===== config.mk =====
export PLATFORM = sky130hd
export DESIGN_NAME = http_chunked_encoder_core
export DESIGN_NICKNAME = d
export VERILOG_FILES = /design/src/rtl/core/hce_pkg.sv /design/src/rtl/core/http_chunked_encoder_core.sv /design/src/rtl/core/hce_ctrl.sv /design/src/rtl/core/hce_datapath.sv
export SDC_FILE = /design/constraint.sdc
export NUM_CORES = 1
export LEC_CHECK = 0
export ABC_CLOCK_PERIOD_IN_PS = 3000
export BUFFER_PORTS_ARGS = -buffer_cell sky130_fd_sc_hd__buf_2
export CAP_MARGIN = 20
export CELL_PAD_IN_SITES_DETAIL_PLACEMENT = 1
export CELL_PAD_IN_SITES_GLOBAL_PLACEMENT = 1
export CORE_MARGIN = 1
export CORE_UTILIZATION = 47
export CTS_CLUSTER_SIZE = 24
export DETAILED_ROUTE_END_ITERATION = 10
export PLACE_DENSITY = 0.76
export SYNTH_ARGS = -nofsm -noshare
export SYNTH_HDL_FRONTEND = slang
export SYNTH_HIERARCHICAL = 1
export SYNTH_SLANG_ARGS = --single-unit

===== constraint.sdc =====
create_clock -name i_clk -period 3 [get_ports i_clk]
set_input_delay 0.6 -clock i_clk [delete_from_list [all_inputs] [get_ports i_clk]]
set_output_delay 0.6 -clock i_clk [all_outputs]
set_load 0.02 [all_outputs]

===== src/rtl/core/hce_pkg.sv =====
package hce_pkg;

    // Width of the chunk size register.
    localparam int CFG_W = 6;
    localparam logic [CFG_W-1:0] CHUNK_SIZE_RESET = 6'd32;

    localparam logic [7:0] CHAR_CR   = 8'h0D;
    localparam logic [7:0] CHAR_LF   = 8'h0A;
    localparam logic [7:0] CHAR_ZERO = 8'h30;

    typedef enum logic [3:0] {
        S_IDLE,
        S_HEX_HI,
        S_HEX_LO,
        S_CR1,
        S_LF1,
        S_DATA,
        S_CR2,
        S_LF2,
        S_ZERO,
        S_ZCR1,
        S_ZLF1,
        S_ZCR2,
        S_ZLF2
    } t_state;

    typedef enum logic [2:0] {
        SEL_HEX_HI,
        SEL_HEX_LO,
        SEL_CR,
        SEL_LF,
        SEL_DATA,
        SEL_ZERO
    } t_byte_sel;

    // Commands from the controller to the datapath.
    typedef struct packed {
        logic      append;
        logic      close;
        logic      idx_inc;
        logic      emit;
        t_byte_sel sel;
        logic      last;
        logic      msg_end;
    } t_dp_cmd;

    // Status from the datapath to the controller.
    typedef struct packed {
        logic append_fills;
        logic fill_zero;
        logic cnt_hi_nz;
        logic idx_last;
        logic out_free;
    } t_dp_status;

    // Lowercase hexadecimal character for one nibble.
    function automatic logic [7:0] hex_char(input logic [3:0] nib);
        logic [7:0] ch;
        if (nib < 4'd10) begin
            ch = 8'h30 + {4'd0, nib};
        end else begin
            ch = 8'h61 + {4'd0, nib} - 8'd10;
        end
        return ch;
    endfunction

endpackage


===== src/rtl/core/http_chunked_encoder_core.sv =====
// HTTP chunked transfer encoder.
// Input channel (i_in_valid / o_in_stall) carries one item per body byte:
// i_func = 0 appends i_data_byte to the chunk buffer, i_func = 1 closes the
// message. Output channel (o_out_valid / i_out_stall) carries one item per
// byte of the chunked stream, with o_run_last on the final byte caused by
// an input item and o_message_end on the last LF of the zero chunk.
// i_cfg_we writes the chunk size (1..BUFFER_DEPTH; zero acts as one, larger
// values saturate). Write it only while the block is idle.
// An append that does not complete a chunk leaves the input unstalled. An
// append that completes a chunk of n bytes holds the input stalled while
// the controller walks the hex count, CR LF, the buffered bytes and CR LF,
// one byte per cycle through the single output register unless the output
// stalls. A close sends the terminating chunk after any partial chunk.
// The buffer is a single-port-write memory read one byte per cycle.
// Synchronous reset empties the buffer count, sets the chunk size to 32 and
// drops o_out_valid; no clearing pass is needed. A stall on the output
// freezes the output register and any emitting sequencer state until taken.
module http_chunked_encoder_core
    import hce_pkg::*;
#(
    parameter int BUFFER_DEPTH = 32
) (
    input  logic             i_clk,
    input  logic             i_rst_n,
    input  logic             i_in_valid,
    output logic             o_in_stall,
    input  logic             i_func,
    input  logic [7:0]       i_data_byte,
    output logic             o_out_valid,
    input  logic             i_out_stall,
    output logic [7:0]       o_out_byte,
    output logic             o_run_last,
    output logic             o_message_end,
    input  logic             i_cfg_we,
    input  logic [CFG_W-1:0] i_cfg_data
);

    t_dp_cmd    cmd;
    t_dp_status status;

    // Controller: sequences the framing and data bytes of each chunk.
    hce_ctrl u_ctrl (
        .i_clk      (i_clk),
        .i_rst_n    (i_rst_n),
        .i_in_valid (i_in_valid),
        .i_func     (i_func),
        .i_status   (status),
        .o_cmd      (cmd),
        .o_in_stall (o_in_stall)
    );

    // Datapath: buffer memory, counters, chunk size and output register.
    hce_datapath #(
        .BUFFER_DEPTH (BUFFER_DEPTH)
    ) u_datapath (
        .i_clk         (i_clk),
        .i_rst_n       (i_rst_n),
        .i_cmd         (cmd),
        .o_status      (status),
        .i_data_byte   (i_data_byte),
        .i_cfg_we      (i_cfg_we),
        .i_cfg_data    (i_cfg_data),
        .i_out_stall   (i_out_stall),
        .o_out_valid   (o_out_valid),
        .o_out_byte    (o_out_byte),
        .o_run_last    (o_run_last),
        .o_message_end (o_message_end)
    );

endmodule


===== src/rtl/core/hce_ctrl.sv =====
module hce_ctrl
    import hce_pkg::*;
(
    input  logic       i_clk,
    input  logic       i_rst_n,
    input  logic       i_in_valid,
    input  logic       i_func,
    input  t_dp_status i_status,
    output t_dp_cmd    o_cmd,
    output logic       o_in_stall
);

    t_state r_state;
    t_state n_state;
    logic   r_close;
    logic   n_close;
    logic   accept;

    assign o_in_stall = (r_state != S_IDLE);
    assign accept     = i_in_valid && (r_state == S_IDLE);
    assign n_close    = accept ? i_func : r_close;

    always_ff @(posedge i_clk) begin
        if (!i_rst_n) begin
            r_state <= S_IDLE;
            r_close <= 1'b0;
        end else begin
            r_state <= n_state;
            r_close <= n_close;
        end
    end

    // Next state.
    always_comb begin
        n_state = r_state;
        case (r_state)
            S_IDLE: begin
                if (accept) begin
                    if (i_func) begin
                        n_state = i_status.fill_zero ? S_ZERO : S_HEX_HI;
                    end else if (i_status.append_fills) begin
                        n_state = S_HEX_HI;
                    end
                end
            end
            S_HEX_HI: begin
                if (!i_status.cnt_hi_nz || i_status.out_free) begin
                    n_state = S_HEX_LO;
                end
            end
            S_HEX_LO: if (i_status.out_free) n_state = S_CR1;
            S_CR1:    if (i_status.out_free) n_state = S_LF1;
            S_LF1:    if (i_status.out_free) n_state = S_DATA;
            S_DATA: begin
                if (i_status.out_free && i_status.idx_last) begin
                    n_state = S_CR2;
                end
            end
            S_CR2:    if (i_status.out_free) n_state = S_LF2;
            S_LF2: begin
                if (i_status.out_free) begin
                    n_state = r_close ? S_ZERO : S_IDLE;
                end
            end
            S_ZERO:   if (i_status.out_free) n_state = S_ZCR1;
            S_ZCR1:   if (i_status.out_free) n_state = S_ZLF1;
            S_ZLF1:   if (i_status.out_free) n_state = S_ZCR2;
            S_ZCR2:   if (i_status.out_free) n_state = S_ZLF2;
            S_ZLF2:   if (i_status.out_free) n_state = S_IDLE;
            default:  n_state = S_IDLE;
        endcase
    end

    // Datapath commands.
    always_comb begin
        o_cmd         = '0;
        o_cmd.sel     = SEL_CR;
        case (r_state)
            S_IDLE: begin
                o_cmd.append = accept && !i_func;
                o_cmd.close  = accept && i_func;
            end
            S_HEX_HI: begin
                o_cmd.emit = i_status.out_free && i_status.cnt_hi_nz;
                o_cmd.sel  = SEL_HEX_HI;
            end
            S_HEX_LO: begin
                o_cmd.emit = i_status.out_free;
                o_cmd.sel  = SEL_HEX_LO;
            end
            S_CR1, S_CR2, S_ZCR1, S_ZCR2: begin
                o_cmd.emit = i_status.out_free;
                o_cmd.sel  = SEL_CR;
            end
            S_LF1, S_ZLF1: begin
                o_cmd.emit = i_status.out_free;
                o_cmd.sel  = SEL_LF;
            end
            S_DATA: begin
                o_cmd.emit    = i_status.out_free;
                o_cmd.sel     = SEL_DATA;
                o_cmd.idx_inc = i_status.out_free && !i_status.idx_last;
            end
            S_LF2: begin
                o_cmd.emit = i_status.out_free;
                o_cmd.sel  = SEL_LF;
                o_cmd.last = !r_close;
            end
            S_ZERO: begin
                o_cmd.emit = i_status.out_free;
                o_cmd.sel  = SEL_ZERO;
            end
            S_ZLF2: begin
                o_cmd.emit    = i_status.out_free;
                o_cmd.sel     = SEL_LF;
                o_cmd.last    = 1'b1;
                o_cmd.msg_end = 1'b1;
            end
            default: begin
                o_cmd.emit = 1'b0;
            end
        endcase
    end

endmodule


===== src/rtl/core/hce_datapath.sv =====
module hce_datapath
    import hce_pkg::*;
#(
    parameter int BUFFER_DEPTH = 32
) (
    input  logic             i_clk,
    input  logic             i_rst_n,
    input  t_dp_cmd          i_cmd,
    output t_dp_status       o_status,
    input  logic [7:0]       i_data_byte,
    input  logic             i_cfg_we,
    input  logic [CFG_W-1:0] i_cfg_data,
    input  logic             i_out_stall,
    output logic             o_out_valid,
    output logic [7:0]       o_out_byte,
    output logic             o_run_last,
    output logic             o_message_end
);

    localparam int CNT_W = $clog2(BUFFER_DEPTH + 1);
    localparam int IDX_W = (BUFFER_DEPTH > 1) ? $clog2(BUFFER_DEPTH) : 1;
    localparam logic [CNT_W-1:0] DEPTH_C = CNT_W'(BUFFER_DEPTH);
    localparam logic [CFG_W-1:0] DEPTH_CFG = CFG_W'(BUFFER_DEPTH);

    logic [7:0]       mem [0:BUFFER_DEPTH-1];
    logic [7:0]       r_rd_data;

    logic [CNT_W-1:0] r_fill, n_fill;
    logic [CNT_W-1:0] r_cnt, n_cnt;
    logic [IDX_W-1:0] r_idx, n_idx;
    logic [CFG_W-1:0] r_chunk_size, n_chunk_size;
    logic             r_out_valid, n_out_valid;
    logic [7:0]       r_out_byte;
    logic             r_run_last;
    logic             r_message_end;

    logic [CNT_W-1:0] fill_inc;
    logic [CFG_W-1:0] eff_size;
    logic [CFG_W-1:0] cnt_ext;
    logic             fill_room;
    logic [7:0]       sel_byte;

    assign fill_room = (r_fill < DEPTH_C);
    assign fill_inc  = fill_room ? CNT_W'(r_fill + CNT_W'(1)) : r_fill;
    assign cnt_ext   = CFG_W'(r_cnt);

    // A size of zero acts as one; sizes past the buffer saturate.
    always_comb begin
        if (r_chunk_size == '0) begin
            eff_size = CFG_W'(1);
        end else if (r_chunk_size > DEPTH_CFG) begin
            eff_size = DEPTH_CFG;
        end else begin
            eff_size = r_chunk_size;
        end
    end

    assign o_status.append_fills = (CFG_W'(fill_inc) >= eff_size);
    assign o_status.fill_zero    = (r_fill == '0);
    assign o_status.cnt_hi_nz    = (cnt_ext[5:4] != 2'd0);
    assign o_status.idx_last     = (CNT_W'(r_idx) == CNT_W'(r_cnt - CNT_W'(1)));
    assign o_status.out_free     = !r_out_valid || !i_out_stall;

    always_comb begin
        n_fill       = r_fill;
        n_cnt        = r_cnt;
        n_idx        = r_idx;
        n_chunk_size = i_cfg_we ? i_cfg_data : r_chunk_size;
        if (i_cmd.append) begin
            n_idx = '0;
            if (o_status.append_fills) begin
                n_cnt  = fill_inc;
                n_fill = '0;
            end else begin
                n_fill = fill_inc;
            end
        end else if (i_cmd.close) begin
            n_idx  = '0;
            n_cnt  = r_fill;
            n_fill = '0;
        end else if (i_cmd.idx_inc) begin
            n_idx = IDX_W'(r_idx + IDX_W'(1));
        end
        if (i_cmd.emit) begin
            n_out_valid = 1'b1;
        end else if (!i_out_stall) begin
            n_out_valid = 1'b0;
        end else begin
            n_out_valid = r_out_valid;
        end
    end

    always_comb begin
        case (i_cmd.sel)
            SEL_HEX_HI: sel_byte = hex_char({2'b00, cnt_ext[5:4]});
            SEL_HEX_LO: sel_byte = hex_char(cnt_ext[3:0]);
            SEL_CR:     sel_byte = CHAR_CR;
            SEL_LF:     sel_byte = CHAR_LF;
            SEL_DATA:   sel_byte = r_rd_data;
            SEL_ZERO:   sel_byte = CHAR_ZERO;
            default:    sel_byte = CHAR_CR;
        endcase
    end

    always_ff @(posedge i_clk) begin
        if (!i_rst_n) begin
            r_fill       <= '0;
            r_cnt        <= '0;
            r_idx        <= '0;
            r_chunk_size <= CHUNK_SIZE_RESET;
            r_out_valid  <= 1'b0;
        end else begin
            r_fill       <= n_fill;
            r_cnt        <= n_cnt;
            r_idx        <= n_idx;
            r_chunk_size <= n_chunk_size;
            r_out_valid  <= n_out_valid;
        end
    end

    // Buffer memory; the read port follows the next index every cycle.
    always_ff @(posedge i_clk) begin
        if (i_cmd.append && fill_room) begin
            mem[r_fill[IDX_W-1:0]] <= i_data_byte;
        end
        r_rd_data <= mem[n_idx];
    end

    always_ff @(posedge i_clk) begin
        if (i_cmd.emit) begin
            r_out_byte    <= sel_byte;
            r_run_last    <= i_cmd.last;
            r_message_end <= i_cmd.msg_end;
        end
    end

    assign o_out_valid   = r_out_valid;
    assign o_out_byte    = r_out_byte;
    assign o_run_last    = r_run_last;
    assign o_message_end = r_message_end;

`ifndef SYNTHESIS
    a_end_is_last: assert property (@(posedge i_clk) disable iff (!i_rst_n)
        (r_out_valid && r_message_end) |-> r_run_last)
        else $error("message end without run last");

    a_emit_when_free: assert property (@(posedge i_clk) disable iff (!i_rst_n)
        i_cmd.emit |-> (!r_out_valid || !i_out_stall))
        else $error("output register overwritten while stalled");

    a_close_empties: assert property (@(posedge i_clk) disable iff (!i_rst_n)
        i_cmd.close |=> (r_fill == '0))
        else $error("buffer not empty after close");
`endif

endmodule


==> impl_metrics.py <==
metrics = {
    "floorplan": {
        "die_width_um": 168,
        "fp.dieArea_sq_mm": 0.0282,
        "core_area_sq_mm": 0.0270,
        "ioPinCount": 32,
        "num_rows": 60,
        "die_h_um": 168,
        "start_util": 0.480,
    },
    "synth": {
        "ys_ff_latch": 303,
        "synth_top_family_by_area": "compound AO/OA/AOI/OAI gates",
        "yosys.area.top_type": "edfxtp_1",
        "synth-xor-area-share": 0.0160,
        "ys.flop_type": "edfxtp_1",
        "muxShareOfSynthArea": 0.0421,
        "synth.cell_area_sq_mm": 0.0129,
        "synth_edf_count": 266,
        "syn_area_per_cell_sq_um": 13.4,
        "synthArstFlopShare": 0,
        "synth_compound_area_frac": 0.138,
        "yosysTopAreaCellShare": 0.617,
        "syn_inst": 965,
        "yosysWarnings": 6,
        "synth_fa_ha_area_frac": 0.0116,
        "synth.net_count": 997,
        "ys_seq_area_frac": 0.674,
        "synth_common_cells": "266 x edfxtp_1, 88 x a21oi_1, 85 x nand2_1",
        "synthSimpleGateAreaFrac": 0.0876,
        "synth.area.top_cells": "edfxtp_1 62%, dfxtp_1 5.7%, mux2i_1 3.9%",
        "yosysMostFrequentCell": "edfxtp_1",
        "synth.distinct_cells": 65,
    },
    "worst_setup_path": {
        "path_common_cell": "a221oi_2",
        "r2r-end": "u_datapath/r_rd_data[6]",
        "reg2reg_slack_ps": -480,
        "worstRegToRegCells": 14,
        "endpoint_kind": "register",
        "worstSetupStartpointType": "register",
        "regToRegStartpoint": "u_datapath/cnt_ext[1]",
        "critical_path_arrival_ps": 3880,
        "slowest_stage": "or3_4",
        "path_cells": "or3_4, xnor2_2, nor3_1, a31oi_1, nor3_2, nor2b_2, and4_4, xnor2_4, nor2_8, buf_12, mux2i_1, a221oi_2, o32ai_4, a221oi_2",
        "required_ps": 3400,
        "crit_path_max_fanout": 8,
        "crit_path_max_incr_delay_ps": 410,
        "path_class": "register to register",
    },
    "final_layout": {
        "fin_area_sq_mm": 0.0165,
        "synthToLayoutAreaGrowth_pct": 27.4,
        "fin_nets": 1143,
        "drive_gt1_frac": 0.306,
        "diodes": 0,
    },
    "routing": {
        "first_pass_iters": 5,
        "detail-route-antenna-nets": 0,
        "drc_errors": 0,
        "drt_iter0_markers": 992,
        "wl_per_cell_um": 27.7,
        "vias": 9264,
        "routed_wl_um": 41000,
        "via_per_inst": 6.27,
    },
    "sta": {
        "finalHoldViolCount": 0,
        "fin_crit_sh": 1.16,
        "timing.fmax_mhz": 287,
        "max_slew_margin": 0.361,
        "finalClockSkew_ps": 23.1,
        "finalSetupTns_ps": -3340,
        "tightest_slew_ps": 953,
        "period_needed_ps": 3480,
        "setup_viol": 8,
        "postLayoutSetupSlackWorst_ps": -482,
        "rsz0062_at_grt": "yes",
        "slew_viol_final": 0,
    },
    "cts": {
        "clk_pin_slew_ps": 60,
        "cts.path.max_buffers": 3,
        "cts_htree_levels": 1,
        "holdBufCountCts": 0,
        "clock_latency_ps": 580,
        "cts_tree": "built",
        "numCtsBuffers": 31,
        "clock_sinks": 303,
        "cts_root_buf": "clkbuf_16",
    },
    "placement": {
        "preCtsSetupSlack_ps": -816,
        "gp_congestion": 0.834,
        "portBuffers": 31,
        "placed_area_sq_mm": 0.0143,
        "post-dp-hpwl_um": 22900,
    },
    "hold_path": {
        "hold_start": "i_cfg_data[5]",
        "min_path_type": "input pin to register",
        "min_delay_path_depth": 3,
        "min_to": "u_datapath/r_chunk_size[5]",
    },
    "power": {
        "vdd_drop_max_mv": 0.499,
        "p_leak_uw": 0.00572,
        "p_per_area_mw_per_mm2": 651,
    },
    "run_status": {
        "status": "finished with violations",
        "violations": "setup timing",
    },
    "global_routing": {
        "grt-ovfl-total": 0,
        "grt_pass1_wl_um": 58600,
        "antenna_found_initial": 0,
        "grt_pass1_vias": 9569,
        "grt.total_usage": 0.278,
        "grt_max_degree": 43,
    },
    "job": {
        "maxCapViolations": 0,
    },
}
-- placed cells by master (no fill, tap or decap), types with 5 or more instances in the layout --
master / synthesis / routed
nor2b_1: 19 / 18
nor2_1: 56 / 50
buf_4: 6 / 114
a32o_2: 0 / 6
inv_1: 13 / 11
dfxtp_1: 37 / 35
a21oi_1: 88 / 84
clkinv_1: 0 / 5
nor2_2: 0 / 6
a22oi_1: 22 / 18
o32ai_4: 0 / 8
o21ai_0: 41 / 39
a221oi_4: 0 / 8
a221oi_1: 42 / 10
mux2i_4: 1 / 16
and2_1: 6 / 6
a21oi_2: 1 / 5
clkinv_2: 0 / 8
nand3_1: 20 / 19
xor2_1: 10 / 7
clkbuf_16: 0 / 33
xnor2_1: 10 / 9
a211oi_1: 19 / 19
a32o_1: 16 / 10
a221oi_2: 0 / 24
buf_12: 3 / 16
mux2i_1: 51 / 26
buf_6: 2 / 7
mux2i_2: 0 / 10
nor3_1: 11 / 7
edfxtp_1: 266 / 266
nand2_1: 85 / 83
nand2b_1: 10 / 8
ha_1: 12 / 11
buf_2: 14 / 31
-- registers in the layout, summed over array words and instances, names as in the netlist --
signal                    count
u_ctrl/r_close                1
u_datapath/r_chunk_size       6
u_datapath/mem              256
u_datapath/o_out_byte         8
u_datapath/cnt_ext            6
u_datapath/o_out_valid        1
u_datapath/o_run_last         1
u_datapath/r_fill             6
u_datapath/r_idx              5
u_datapath/o_message_end      1
u_datapath/r_rd_data          8
u_ctrl/r_state                4
-- worst max-delay path by stage --
| stage | depth (start not counted) | endpoint | slack, ps | from |
|---|---|---|---|---|
| after detailed placement | 16 | u_datapath/r_rd_data[0] | -820 | u_datapath/cnt_ext[0] |
| after global placement | 18 | u_datapath/r_rd_data[0] | -610 | u_datapath/cnt_ext[0] |
| after CTS | 16 | u_datapath/r_rd_data[3] | -410 | u_datapath/cnt_ext[0] |
| after global routing | 15 | u_datapath/r_rd_data[5] | -600 | u_datapath/r_idx[4] |
| after floorplan | 16 | u_datapath/r_rd_data[5] | -60 | u_datapath/cnt_ext[2] |
| final | 14 | u_datapath/r_rd_data[6] | -480 | u_datapath/cnt_ext[1] |
-- report_power, final --
| group | leakage (uW) | switching, uW | internal (uW) |
|---|---|---|---|
| logic | 0.00251 | 1200 | 690 |
| clock network | 0.000516 | 1620 | 2310 |
| registers | 0.00270 | 92.6 | 4820 |
-- layout make-up --
cell class,count,area (sq um)
clock inverters,21,213
multi-input cells,587,4670
clock buffers,37,828
well taps,341,427
repair buffers,175,1570
inverters,13,48.8
flip-flops and latches,303,8730
fillers,2512,10500
-- metrics by stage --
step	util	std cells	power (uW)	hold slack, ps
detailed placement	0.529	1394	6690	525
global route	0.612	1477	11100	272
CTS	0.596	1467	10600	281
global placement	0.529	1394	6640	502
floorplan	-	965	6070	483
finish	0.612	1477	10700	271
-- timing repair --
action                                  in CTS  in global routing
buffers inserted                            12                 12
endpoints found under the setup margin       8                 19
cloned                                       4                  4
pin swaps                                   26                 27
gates resized for setup                     94                 60
-- cell families (layout without fill, tap and decap cells) --
kind of cell,after synthesis,count (layout)
compound gates,264,264
xor+xnor,22,22
fa+ha+maj,12,12
buf+inv,75,246
flops,303,303
mux,53,53
simple gates,236,236
-- worst max-delay path: cells and delay by family (launching register included) --
kind,cells,cell delay (ps)
mux,1,400
compound gates,4,800
buf+inv,1,210
flops,1,330
xor+xnor,2,310
simple gates,6,1250
-- per-layer routing --
metal	track usage	routed length, um	vias to the layer above
li1	-	-	4044
met1	0.360	16200	4687
met2	0.478	20800	429
met3	0.0395	2480	104
met4	0.0981	1500	0
met5	0	0	-
(Power assumes the default switching activity.)
